--- src/hdl/assert_macros.svh ---
// ----------------------------------------------------------------------------
// assertion macros
// shared concurrent assertion helpers, clocked on clk_i, disabled in reset
// ----------------------------------------------------------------------------
`ifndef ASSERT_MACROS_SVH
`define ASSERT_MACROS_SVH

`ifndef SYNTHESIS

// property must hold at every clock edge out of reset
`define FQSS_ASSERT(lbl, prop, msg) \
  lbl: assert property (@(posedge clk_i) disable iff (!rst_ni) prop) else $error(msg);

// condition must never be seen at a clock edge out of reset
`define FQSS_ASSERT_NEVER(lbl, cond, msg) \
  lbl: assert property (@(posedge clk_i) disable iff (!rst_ni) !(cond)) else $error(msg);

`else

`define FQSS_ASSERT(lbl, prop, msg)
`define FQSS_ASSERT_NEVER(lbl, cond, msg)

`endif

`endif

--- src/hdl/fqss_pkg.sv ---
`timescale 1ns / 1ps
// ----------------------------------------------------------------------------
// fqss_pkg
// sizes, operation and status codes and slot arithmetic for the queue
// ----------------------------------------------------------------------------
package fqss_pkg;

  localparam int unsigned DEPTH  = 16;
  localparam int unsigned WORD_W = 32;
  localparam int unsigned PTR_W  = $clog2(DEPTH);
  localparam int unsigned CNT_W  = $clog2(DEPTH + 1);
  localparam int unsigned SUM_W  = $clog2(2 * DEPTH);

  localparam logic [CNT_W-1:0] CNT_FULL = CNT_W'(DEPTH);

  // operation codes
  localparam logic [2:0] OP_PUSH   = 3'd0;
  localparam logic [2:0] OP_POP    = 3'd1;
  localparam logic [2:0] OP_ROT    = 3'd2;
  localparam logic [2:0] OP_SEARCH = 3'd3;
  localparam logic [2:0] OP_SORT   = 3'd4;

  // status codes
  localparam logic [1:0] ST_OK    = 2'd0;
  localparam logic [1:0] ST_EMPTY = 2'd1;
  localparam logic [1:0] ST_FULL  = 2'd2;

  // storage slot of the entry at position pos from the front
  function automatic logic [PTR_W-1:0] slot_of(input logic [PTR_W-1:0] fp,
                                               input logic [CNT_W-1:0] pos);
    logic [SUM_W-1:0] sum;
    sum = SUM_W'(fp) + SUM_W'(pos);
    if (sum >= SUM_W'(DEPTH)) begin
      sum = sum - SUM_W'(DEPTH);
    end
    return sum[PTR_W-1:0];
  endfunction

endpackage

--- src/hdl/fqss_ram.sv ---
`timescale 1ns / 1ps
// ----------------------------------------------------------------------------
// fqss_ram
// generic single write, single read ram with registered read data
// ----------------------------------------------------------------------------
module fqss_ram #(
  parameter int unsigned Width = 32,
  parameter int unsigned Depth = 16,
  localparam int unsigned AddrW = $clog2(Depth)
) (
  input  logic             clk_i,
  input  logic             wr_en_i,
  input  logic [AddrW-1:0] wr_addr_i,
  input  logic [Width-1:0] wr_data_i,
  input  logic [AddrW-1:0] rd_addr_i,
  output logic [Width-1:0] rd_data_o
);

  logic [Width-1:0] mem_q [Depth];
  logic [Width-1:0] rd_data_q;

  always_ff @(posedge clk_i) begin
    if (wr_en_i) begin
      mem_q[wr_addr_i] <= wr_data_i;
    end
    rd_data_q <= mem_q[rd_addr_i];
  end

  assign rd_data_o = rd_data_q;

endmodule

--- src/hdl/fifo_queue_sort_search_top.sv ---
`timescale 1ns / 1ps
// ----------------------------------------------------------------------------
// fifo_queue_sort_search_top
// bounded fifo of signed words with push, pop, rotate, search and stable sort
// ----------------------------------------------------------------------------
// usage
//   a command word (opcode_i, operand_value_i) is taken at a clock edge with
//   start_i high and busy_o low. busy_o stays high while the command runs.
//   exactly one result word per command appears on the result ports for one
//   cycle with done_o high; the receiver cannot hold it off. done_o shows in
//   the cycle where busy_o is low again, so the next command may be started
//   in that same cycle.
//   push and pop update the queue, an unknown opcode leaves it as it is, and
//   each then reads the front word; rotate first moves the front word to the
//   rear slot; search compares the entries one by one; sort runs insertion
//   passes, so its run time grows with the entry count and the element moves
//   and is longest for reversed data.
// all entries live in one 16 x 32 ram with one read and one write port; the
// single read port, one entry per cycle, paces search and sort.
// reset clears the front pointer and count; the ram is not cleared, only
// words from occupied slots are ever used.
// ----------------------------------------------------------------------------
`include "assert_macros.svh"

module fifo_queue_sort_search_top (
  input  logic                          clk_i,
  input  logic                          rst_ni,
  input  logic                          start_i,
  input  logic [2:0]                    opcode_i,
  input  logic signed [31:0]            operand_value_i,
  output logic                          busy_o,
  output logic                          done_o,
  output logic signed [31:0]            front_value_o,
  output logic [4:0]                    entry_count_o,
  output logic                          is_empty_o,
  output logic [3:0]                    match_index_o,
  output logic                          match_found_o,
  output logic [1:0]                    status_o
);

  localparam int unsigned PtrW  = fqss_pkg::PTR_W;
  localparam int unsigned CntW  = fqss_pkg::CNT_W;
  localparam int unsigned WordW = fqss_pkg::WORD_W;

  // sequencer states
  localparam logic [2:0] S_IDLE  = 3'd0;
  localparam logic [2:0] S_ROT   = 3'd1;  // front word arriving, write it at rear
  localparam logic [2:0] S_SRCH  = 3'd2;  // compare one entry per cycle
  localparam logic [2:0] S_KEY   = 3'd3;  // pick up the next key of the sort
  localparam logic [2:0] S_CMP   = 3'd4;  // compare key with left neighbor, shift
  localparam logic [2:0] S_PUT   = 3'd5;  // key lands at the front position
  localparam logic [2:0] S_FRD   = 3'd6;  // read front slot
  localparam logic [2:0] S_FWAIT = 3'd7;  // front word arriving, build result

  logic [2:0]       state_q, state_d;
  logic [PtrW-1:0]  fp_q, fp_d;
  logic [CntW-1:0]  cnt_q, cnt_d;
  logic [WordW-1:0] key_q, key_d;
  logic [PtrW-1:0]  pos_q, pos_d;
  logic [PtrW-1:0]  jpos_q, jpos_d;
  logic [PtrW-1:0]  idx_q, idx_d;
  logic             found_q, found_d;
  logic [1:0]       status_q, status_d;
  logic [WordW-1:0] front_q, front_d;
  logic             done_q, done_d;

  // ram port
  logic             wr_en;
  logic [PtrW-1:0]  wr_addr;
  logic [WordW-1:0] wr_data;
  logic [PtrW-1:0]  rd_addr;
  logic [WordW-1:0] rd_data;

  // shared comparator: key register against the word read this cycle
  logic cmp_eq;
  logic cmp_lt;
  logic is_empty;
  logic [CntW-1:0] cnt_last;

  assign cmp_eq   = (rd_data == key_q);
  assign cmp_lt   = ($signed(key_q) < $signed(rd_data));
  assign is_empty = (cnt_q == '0);
  assign cnt_last = cnt_q - CntW'(1);

  fqss_ram #(
    .Width (WordW),
    .Depth (fqss_pkg::DEPTH)
  ) u_ram (
    .clk_i     (clk_i),
    .wr_en_i   (wr_en),
    .wr_addr_i (wr_addr),
    .wr_data_i (wr_data),
    .rd_addr_i (rd_addr),
    .rd_data_o (rd_data)
  );

  always_comb begin
    state_d  = state_q;
    fp_d     = fp_q;
    cnt_d    = cnt_q;
    key_d    = key_q;
    pos_d    = pos_q;
    jpos_d   = jpos_q;
    idx_d    = idx_q;
    found_d  = found_q;
    status_d = status_q;
    front_d  = front_q;
    done_d   = 1'b0;
    wr_en    = 1'b0;
    wr_addr  = fp_q;
    wr_data  = key_q;
    rd_addr  = fp_q;

    unique case (state_q)
      S_IDLE: begin
        if (start_i) begin
          found_d  = 1'b0;
          idx_d    = '0;
          status_d = fqss_pkg::ST_OK;
          key_d    = operand_value_i;
          state_d  = S_FRD;
          unique case (opcode_i)
            fqss_pkg::OP_PUSH: begin
              if (cnt_q == fqss_pkg::CNT_FULL) begin
                status_d = fqss_pkg::ST_FULL;
              end else begin
                wr_en   = 1'b1;
                wr_addr = fqss_pkg::slot_of(fp_q, cnt_q);
                wr_data = operand_value_i;
                cnt_d   = cnt_q + CntW'(1);
              end
            end
            fqss_pkg::OP_POP: begin
              if (is_empty) begin
                status_d = fqss_pkg::ST_EMPTY;
              end else begin
                fp_d  = fqss_pkg::slot_of(fp_q, CntW'(1));
                cnt_d = cnt_last;
              end
            end
            fqss_pkg::OP_ROT: begin
              if (is_empty) begin
                status_d = fqss_pkg::ST_EMPTY;
              end else begin
                rd_addr = fp_q;
                state_d = S_ROT;
              end
            end
            fqss_pkg::OP_SEARCH: begin
              if (!is_empty) begin
                pos_d   = '0;
                rd_addr = fp_q;
                state_d = S_SRCH;
              end
            end
            fqss_pkg::OP_SORT: begin
              if (cnt_q > CntW'(1)) begin
                jpos_d  = PtrW'(1);
                rd_addr = fqss_pkg::slot_of(fp_q, CntW'(1));
                state_d = S_KEY;
              end
            end
            default: begin
            end
          endcase
        end
      end

      S_ROT: begin
        // rear slot after the move is the old front plus count
        wr_en   = 1'b1;
        wr_addr = fqss_pkg::slot_of(fp_q, cnt_q);
        wr_data = rd_data;
        fp_d    = fqss_pkg::slot_of(fp_q, CntW'(1));
        state_d = S_FRD;
      end

      S_SRCH: begin
        if (cmp_eq) begin
          idx_d   = pos_q;
          found_d = 1'b1;
        end
        if (CntW'(pos_q) == cnt_last) begin
          state_d = S_FRD;
        end else begin
          pos_d   = pos_q + PtrW'(1);
          rd_addr = fqss_pkg::slot_of(fp_q, CntW'(pos_q) + CntW'(1));
        end
      end

      S_KEY: begin
        key_d   = rd_data;
        pos_d   = jpos_q;
        rd_addr = fqss_pkg::slot_of(fp_q, CntW'(jpos_q) - CntW'(1));
        state_d = S_CMP;
      end

      S_CMP: begin
        wr_en = 1'b1;
        if (cmp_lt) begin
          // left neighbor moves one place right
          wr_addr = fqss_pkg::slot_of(fp_q, CntW'(pos_q));
          wr_data = rd_data;
          pos_d   = pos_q - PtrW'(1);
          if (pos_q == PtrW'(1)) begin
            state_d = S_PUT;
          end else begin
            rd_addr = fqss_pkg::slot_of(fp_q, CntW'(pos_q) - CntW'(2));
          end
        end else begin
          wr_addr = fqss_pkg::slot_of(fp_q, CntW'(pos_q));
          wr_data = key_q;
          if (CntW'(jpos_q) == cnt_last) begin
            state_d = S_FRD;
          end else begin
            jpos_d  = jpos_q + PtrW'(1);
            rd_addr = fqss_pkg::slot_of(fp_q, CntW'(jpos_q) + CntW'(1));
            state_d = S_KEY;
          end
        end
      end

      S_PUT: begin
        wr_en   = 1'b1;
        wr_addr = fp_q;
        wr_data = key_q;
        if (CntW'(jpos_q) == cnt_last) begin
          state_d = S_FRD;
        end else begin
          jpos_d  = jpos_q + PtrW'(1);
          rd_addr = fqss_pkg::slot_of(fp_q, CntW'(jpos_q) + CntW'(1));
          state_d = S_KEY;
        end
      end

      S_FRD: begin
        rd_addr = fp_q;
        state_d = S_FWAIT;
      end

      S_FWAIT: begin
        front_d = is_empty ? '0 : rd_data;
        done_d  = 1'b1;
        state_d = S_IDLE;
      end

      default: begin
        state_d = S_IDLE;
      end
    endcase
  end

  // control state
  always_ff @(posedge clk_i or negedge rst_ni) begin
    if (!rst_ni) begin
      state_q  <= S_IDLE;
      fp_q     <= '0;
      cnt_q    <= '0;
      done_q   <= 1'b0;
      found_q  <= 1'b0;
      status_q <= fqss_pkg::ST_OK;
    end else begin
      state_q  <= state_d;
      fp_q     <= fp_d;
      cnt_q    <= cnt_d;
      done_q   <= done_d;
      found_q  <= found_d;
      status_q <= status_d;
    end
  end

  // datapath registers
  always_ff @(posedge clk_i) begin
    key_q   <= key_d;
    pos_q   <= pos_d;
    jpos_q  <= jpos_d;
    idx_q   <= idx_d;
    front_q <= front_d;
  end

  // result word, held stable while done_o is high
  assign busy_o        = (state_q != S_IDLE);
  assign done_o        = done_q;
  assign front_value_o = front_q;
  assign entry_count_o = cnt_q;
  assign is_empty_o    = is_empty;
  assign match_index_o = idx_q;
  assign match_found_o = found_q;
  assign status_o      = status_q;

  // checks
  `FQSS_ASSERT(a_accept_goes_busy, (start_i && !busy_o) |=> busy_o, "accepted command did not raise busy")
  `FQSS_ASSERT(a_done_after_front, done_o |-> $past(state_q == S_FWAIT), "result strobe without front read")
  `FQSS_ASSERT(a_full_push_drop, (start_i && !busy_o && opcode_i == fqss_pkg::OP_PUSH && cnt_q == fqss_pkg::CNT_FULL) |=> (cnt_q == $past(cnt_q)), "push on full changed count")
  `FQSS_ASSERT_NEVER(a_count_range, cnt_q > fqss_pkg::CNT_FULL, "entry count beyond depth")

endmodule

--- config.mk ---
export PLATFORM = sky130hd
export DESIGN_NAME = fifo_queue_sort_search_top
export DESIGN_NICKNAME = d
export VERILOG_FILES = /design/src/hdl/fqss_pkg.sv /design/src/hdl/fqss_ram.sv /design/src/hdl/fifo_queue_sort_search_top.sv
export VERILOG_INCLUDE_DIRS = /design/src /design/src/hdl
export SDC_FILE = /design/constraint.sdc
export NUM_CORES = 1
export LEC_CHECK = 0
export ABC_AREA = 1
export ABC_CLOCK_PERIOD_IN_PS = 4200
export CAP_MARGIN = 40
export CORE_ASPECT_RATIO = 1.25
export CORE_MARGIN = 5
export CORE_UTILIZATION = 25
export CTS_BUF_LIST = sky130_fd_sc_hd__clkbuf_2 sky130_fd_sc_hd__clkbuf_4 sky130_fd_sc_hd__clkbuf_8
export DETAILED_ROUTE_END_ITERATION = 8
export DONT_BUFFER_PORTS = 1
export HOLD_SLACK_MARGIN = 0.02
export PLACE_DENSITY_LB_ADDON = 0.25
export SLEW_MARGIN = 20
export SYNTH_ARGS = -nofsm -noshare
export SYNTH_HDL_FRONTEND = slang
export SYNTH_SLANG_ARGS = --single-unit
--- constraint.sdc ---
create_clock -name clk_i -period 4.2 [get_ports clk_i]
set_input_delay 0.21 -clock clk_i [delete_from_list [all_inputs] [get_ports clk_i]]
set_output_delay 0.21 -clock clk_i [all_outputs]
set_load 0.02 [all_outputs]
---- Yosys cells after proc, flatten, opt, wreduce, memory -nomap -nowiden ----
Memory sizes are Yosys's and may differ from the RTL's. A register that Yosys moved wholly into a read port is not among the register bits.
Index checks and enable logic that the tools add are counted.
storage, ports and cells
  bits in registers ....................... 92
  memory bits (writable) .................. 512
  input port bits ......................... 38
  memories ................................ 1
operators by class
  add/subtract/negate cells ............... 23
  magnitude comparators ................... 9
  equality and inequality tests ........... 30
  multiplexer cells ....................... 71
  reductions and logical operators ........ 20
memories
  name         depth  bits a word  rd ports  clocked after memory_dff  write ports  RTL line        source
  u_ram.mem_q  16     32           1         1                         1            fqss_ram.sv:19  logic [Width-1:0] mem_q [Depth];
operator list
  cell                   number
  $mux W32               5
  $mux W4                32
  $pmux W32 S3           1
  $pmux W32 S2           1
  $ge A5 B5 Y1 const B   7
  $eq A32 B32 Y1         1
  $lt A32 B32 Y1         1
  $sub A4 B1 Y4 const B  8
  $add A4 B5 Y5          5
  $mux W3                8
  $pmux W3 S8            1
  $pmux W4 S3            2
  $ne A2 B2 Y1 const B   10
  $pmux W4 S5            1
  $pmux W4 S2            2
  $pmux W4 S4            1
  $add A4 B1 Y5 const B  3
  $eq A3 B3 Y1 const B   5
  $eq A3 B2 Y1 const B   4
  $eq A4 B5 Y1           2
  $mux W5                2
  $pmux W5 S2            1
  $reduce_and A5 Y1      2
  $mux W1                9
  27 further kinds       39

---- Longest topological paths before layout ----
  depth in word-level cells ............... 7
  mapped depth ............................ 28

---- Modules after synthesis ----
From an unflattened synthesis, not the netlist that was laid out.
second synthesis, totals
  cell total of the unflattened synthesis .. 3006
  area total of the unflattened synthesis .. 29749.8 um2
modules (own cells, without submodules)
  module                      times used  cells an instance  area each (um2)  seq. area each (um2)
  fqss_ram                    1           2120               22730.6          16015.4
  fifo_queue_sort_search_top  1           886                7019.2           2682.6

---- Least setup slack after synthesis ----
Ideal clock, no wire load.
  kind .................................... register -> register
  start ................................... reg cnt_q[0] (netlist: entry_count_o[0])
  end ..................................... mem u_ram.mem_q[0][0] (enable)
  arrival ................................. 3.535 ns
  data required time ...................... 3.779 ns
  setup slack ............................. 0.244 ns
  cell stages (with the launch flop) ...... 14
  buffers on the path ..................... 0
  period minus slack after synthesis ...... 3.956 ns
  path through ............................ dfrtp_1 > inv_1 > ha_1 > nand2_1 > nor2_1 > nor3_1 > nor2_1 > nor2_1 > inv_1 > nand2_1 > o221ai_1 > a31oi_1 > nand2_1 > nor2_1
between the ends
  word-level cells in the longest chain between the ends .. 7
  elaborated cells on any way between the ends .. 15
  classes of those cells .................. add/sub (2); order compare (1); eq/ne (1); mux (11)
ends and longest elaborated chain
  element                                        RTL line                                                              source
  start: declaration                             fifo_queue_sort_search_top.sv:57                                      logic [CntW-1:0] cnt_q, cnt_d;
  start signal: assignment                       fifo_queue_sort_search_top.sv:265                                     cnt_q <= cnt_d;
  $add A4 B5 Y5 or $eq A5 B5 Y1 (tied branches)  fqss_pkg.sv:32, fifo_queue_sort_search_top.sv:124
  $sub A4 B1 Y4, or another cell as far along    fqss_pkg.sv:34                                                        sum = sum - SUM_W'(DEPTH);
  $mux W4 or $mux W1 (tied branches)             fqss_pkg.sv:33, fifo_queue_sort_search_top.sv:122
  $mux W4 or $mux W1 (tied branches)             fifo_queue_sort_search_top.sv:124, fifo_queue_sort_search_top.sv:116
  $mux W4 or $pmux W1 S2 (tied branches)         fifo_queue_sort_search_top.sv:122, fifo_queue_sort_search_top.sv:114
  $mux W4 or $mux W1 (tied branches)             fifo_queue_sort_search_top.sv:116, fqss_ram.sv:23
  $pmux W4 S3 or $mux W1 (tied branches)         fifo_queue_sort_search_top.sv:114, fqss_ram.sv:24
  end: declaration                               fqss_ram.sv:19
Parallel ways exist; a longest one is shown, timed or not.

---- Final worst setup path ----
  start ................................... reg key_q[15]
  end ..................................... reg u_ram.rd_data_q[30] (netlist: u_ram.rd_data_o[30]), read port of u_ram.mem_q
between the ends
  word-level cells in the longest chain between the ends .. 3
ends and longest elaborated chain
  element                   RTL line                           source
  start: declaration        fifo_queue_sort_search_top.sv:58   logic [WordW-1:0] key_q, key_d;
  start signal: assignment  fifo_queue_sort_search_top.sv:274  key_q <= key_d;
  $lt A32 B32 Y1            fifo_queue_sort_search_top.sv:81   assign cmp_lt = ($signed(key_q) < $signed(rd_data));
  $mux W4                   fifo_queue_sort_search_top.sv:200  if (cmp_lt) begin
  $pmux W4 S5               fifo_queue_sort_search_top.sv:114  unique case (state_q)
  end: declaration          fqss_ram.sv:20                     logic [Width-1:0] rd_data_q;
No other way between the ends.
A chain may end at the register's enable or synchronous reset.

==> impl_metrics.csv <==
group,metric,value,unit
yosys,synthArstFlopShare,2.52,%
sta,finalMaxSlewViolations,0,
yosys,ys_warn_count,0,
global_route,track_usage,14.7,%
placement,place_congestion,0.866,
clock_tree,htree_levels,3,
clock_tree,cts_sinks,636,
setup_path,crit_top_cell,"nand2_1",
yosys,synth_edf_count,588,
sta,slew_headroom,42.5,%
drt,wl_per_cell,20.0,um
setup_path,r2r_slack,0.32,ns
yosys,synth_area_per_cell,10.2,um2
global_route,antenna_found_initial,3,
sta,layout_min_cycle_time,3.88,ns
yosys,synth_fp_nets,2970,
status,outcome,"completed",
placement,dp_hpwl,55100,um
drt,dr.first_iter.drc_count,1734,
floorplanning,die_height,393,um
drt,antenna_left,0,
yosys,synth-seq-area-share,63.8,%
worst_hold_path,hold_class,"in2reg",
floorplanning,core,116000,um2
global_route,grt_max_degree,126,
sta,fin_crit_sh,92.3,%
cells_and_area,nNetsFinal,3098,
sta,rsz0062_at_grt,"no",
setup_path,cp_slowest_cell,"buf_4",
setup_path,required,4.77,ns
setup_path,rr_worst_depth,21,
yosys,synth_area,29300,um2
sta,fmax,258,MHz
clock_tree,cts_buffer_depth,3,
setup_path,critical-path-max-stage-delay,0.47,ns
setup_path,critPathKind,"reg2reg",
clock_tree,cts_setup_buffers,0,
setup_path,cp.arrival,4.45,ns
setup_path,startpoint_type,"register",
drt,detail_route.first_pass.iterations,7,
floorplanning,die_area,124000,um2
job,cap_violations,0,
cells_and_area,layout-drive-gt1-share,11.0,%
drt,drc,0,
clock_tree,clkTransAtPathRegs,0.07,ns
clock_tree,clkLatencyLatePin,0.75,ns
drt,viasPerCell,4.52,
drt,vias,21000,
global_route,grt_pass1_vias,20500,
yosys,synthCells,2870,
placement,placed_cell_area,32300,um2
global_route,grt_overflow_total,0,
setup_path,crit_chain,"ha_1, nand2_1, inv_1, nand3_1, nor2_1, nand2_1, nand2_1, nand2_1, nand3_1, nand3_1, nand2_1, nand2_1, nand2_8, buf_4, nand3_1, nand2_1, nand2_1, nand3_1, nand2_1, nand2_1, nand2_1",
drt,wl,93000,um
yosys,yosysUniqueCellTypes,45,
cells_and_area,final_cell_area,34800,um2
yosys,synth_seq_cells,636,
sta,finalSetupViolCount,0,
sta,worst_slew_pin_slew,0.862,ns
worst_hold_path,whs_path_depth,3,
sta,final.setup.tns,0,ns
clock_tree,cts_tree,"yes",
placement,io_buffers,0,
yosys,synthFlopType,"edfxtp_1",
sta,finalHoldViolations,0,
setup_path,cp_max_fo,45,
floorplanning,die_w,316,um
floorplanning,initial_utilization,25.1,%
global_route,grt_pass1_wl,137000,um
setup_path,endpoint_kind,"register",
cells_and_area,area_growth,18.7,%
clock_tree,cts_inserted_buffers,97,
clock_tree,cts_root_buffer,"clkbuf_8",
sta,worst_clock_skew,0.0285,ns
floorplanning,num_io_pins,85,
floorplanning,rows,140,
## cells in the mapped netlist (4+ instances only)
library cell	instances	area share [%]
xnor2_1	7	0.21
o21ai_0	62	1.1
buf_4	9	0.23
xor2_1	19	0.57
a21oi_1	42	0.72
buf_2	83	1.4
nor3_1	7	0.12
buf_1	4	0.051
inv_1	273	3.5
nand2_1	864	11
dfxtp_1	32	2.2
a41oi_1	5	0.15
clkbuf_1	60	0.77
o221ai_1	4	0.12
ha_1	56	2.4
a221oi_1	12	0.36
fa_1	6	0.41
a31oi_1	8	0.17
dfrtp_1	16	1.4
nand3_1	492	8.4
o211ai_1	19	0.49
nand4_1	8	0.17
nor2_1	92	1.2
edfxtp_1	588	60
nand3b_1	72	1.8
## cells by family (layout without fill, tap and decap cells)
family                     count (synthesis)  in the layout  synth area share [%]
and+or+nand+nor                         1542           1542                  23.0
adders and majority gates                 62             62                  2.80
buffers and inverters                    434            644                  6.04
other                                      0              4                     0
xor gates and xnor gates                  27             27                 0.833
DFF                                      636            636                  63.8
AOI/OAI and AO/OA                        169            169                  3.52
## cells in the final DEF, fill, tap and decap left out, drive strengths merged, types with 5 or more instances in the layout
master / instances
a41oi: 5
nand4: 8
o21ai: 64
xor2: 20
dlygate4sd3: 42
a221oi: 13
o211ai: 19
nand3b: 72
nand2: 865
nor3: 7
edfxtp: 588
buf: 144
a21oi: 42
dfrtp: 16
nor2: 94
fa: 6
dfxtp: 32
xnor2: 7
clkinv: 37
clkbuf: 133
bufinv: 6
nand3: 493
a31oi: 8
ha: 56
inv: 278
## layer usage
metal	routed length (um)	track usage (%)
met5	0	0.239
met4	3000	5.34
met3	4630	2.34
met2	46400	25.5
met1	39000	18.3
## worst max-delay path: cells and delay by family (launching register included)
kind | cells | cell delay [ns]
flops | 1 | 0.41
simple gates | 18 | 2.40
buf+inv | 2 | 0.54
fa+ha+maj | 1 | 0.32
## state kept, by name (all words and copies together) (netlist names), 2 cells and up
name             count
fp_q                 4
status_o             2
match_index_o        4
pos_q                4
state_q              3
u_ram.rd_data_o     32
u_ram.mem_q        512
entry_count_o        5
front_value_o       32
key_q               32
jpos_q               4
## path summary, 6_finish.rpt
check / from / endpoint
setup / recovery: key_q[15] / u_ram.rd_data_o[30]
hold / removal: operand_value_i[26] / u_ram.mem_q[14][26]
setup reg to reg: key_q[15] / u_ram.rd_data_o[30]
hold reg to reg: u_ram.rd_data_o[14] / front_value_o[14]
max in group asynchronous: rst_ni / done_o
min in group asynchronous: rst_ni / entry_count_o[3]
## cell type report
cell class / instances / area (um2)
repair buffers: 186 / 2010
multi-input cells: 1800 / 9010
clock inverters: 48 / 395
flip-flops and latches: 636 / 18700
inverters: 277 / 1040
well taps: 1562 / 1950
clock buffers: 133 / 1660
fillers: 12100 / 81700
diodes: 4 / 10.0
## metrics by stage
step                      utilization, %  instances  setup WS, ns  hold slack [ns]
after floorplan                        -       2870         0.244          -0.0856
after detailed placement            27.7       4417         0.211          -0.0848
after CTS                           29.8       4640         0.169           0.0468
final                               29.9       4646         0.323            0.121
after global placement              27.7       4417         0.156          -0.0848
after global routing                29.8       4644        0.0229           0.0939
## what timing repair did
action	in CTS	in global routing
setup endpoints to repair	0	1
gates resized for setup	0	2
hold endpoints to repair	510	0
hold buffers	42	0
Power is not shown: default switching activity piles up to over one toggle a cycle in this logic, so the estimate is an artifact.
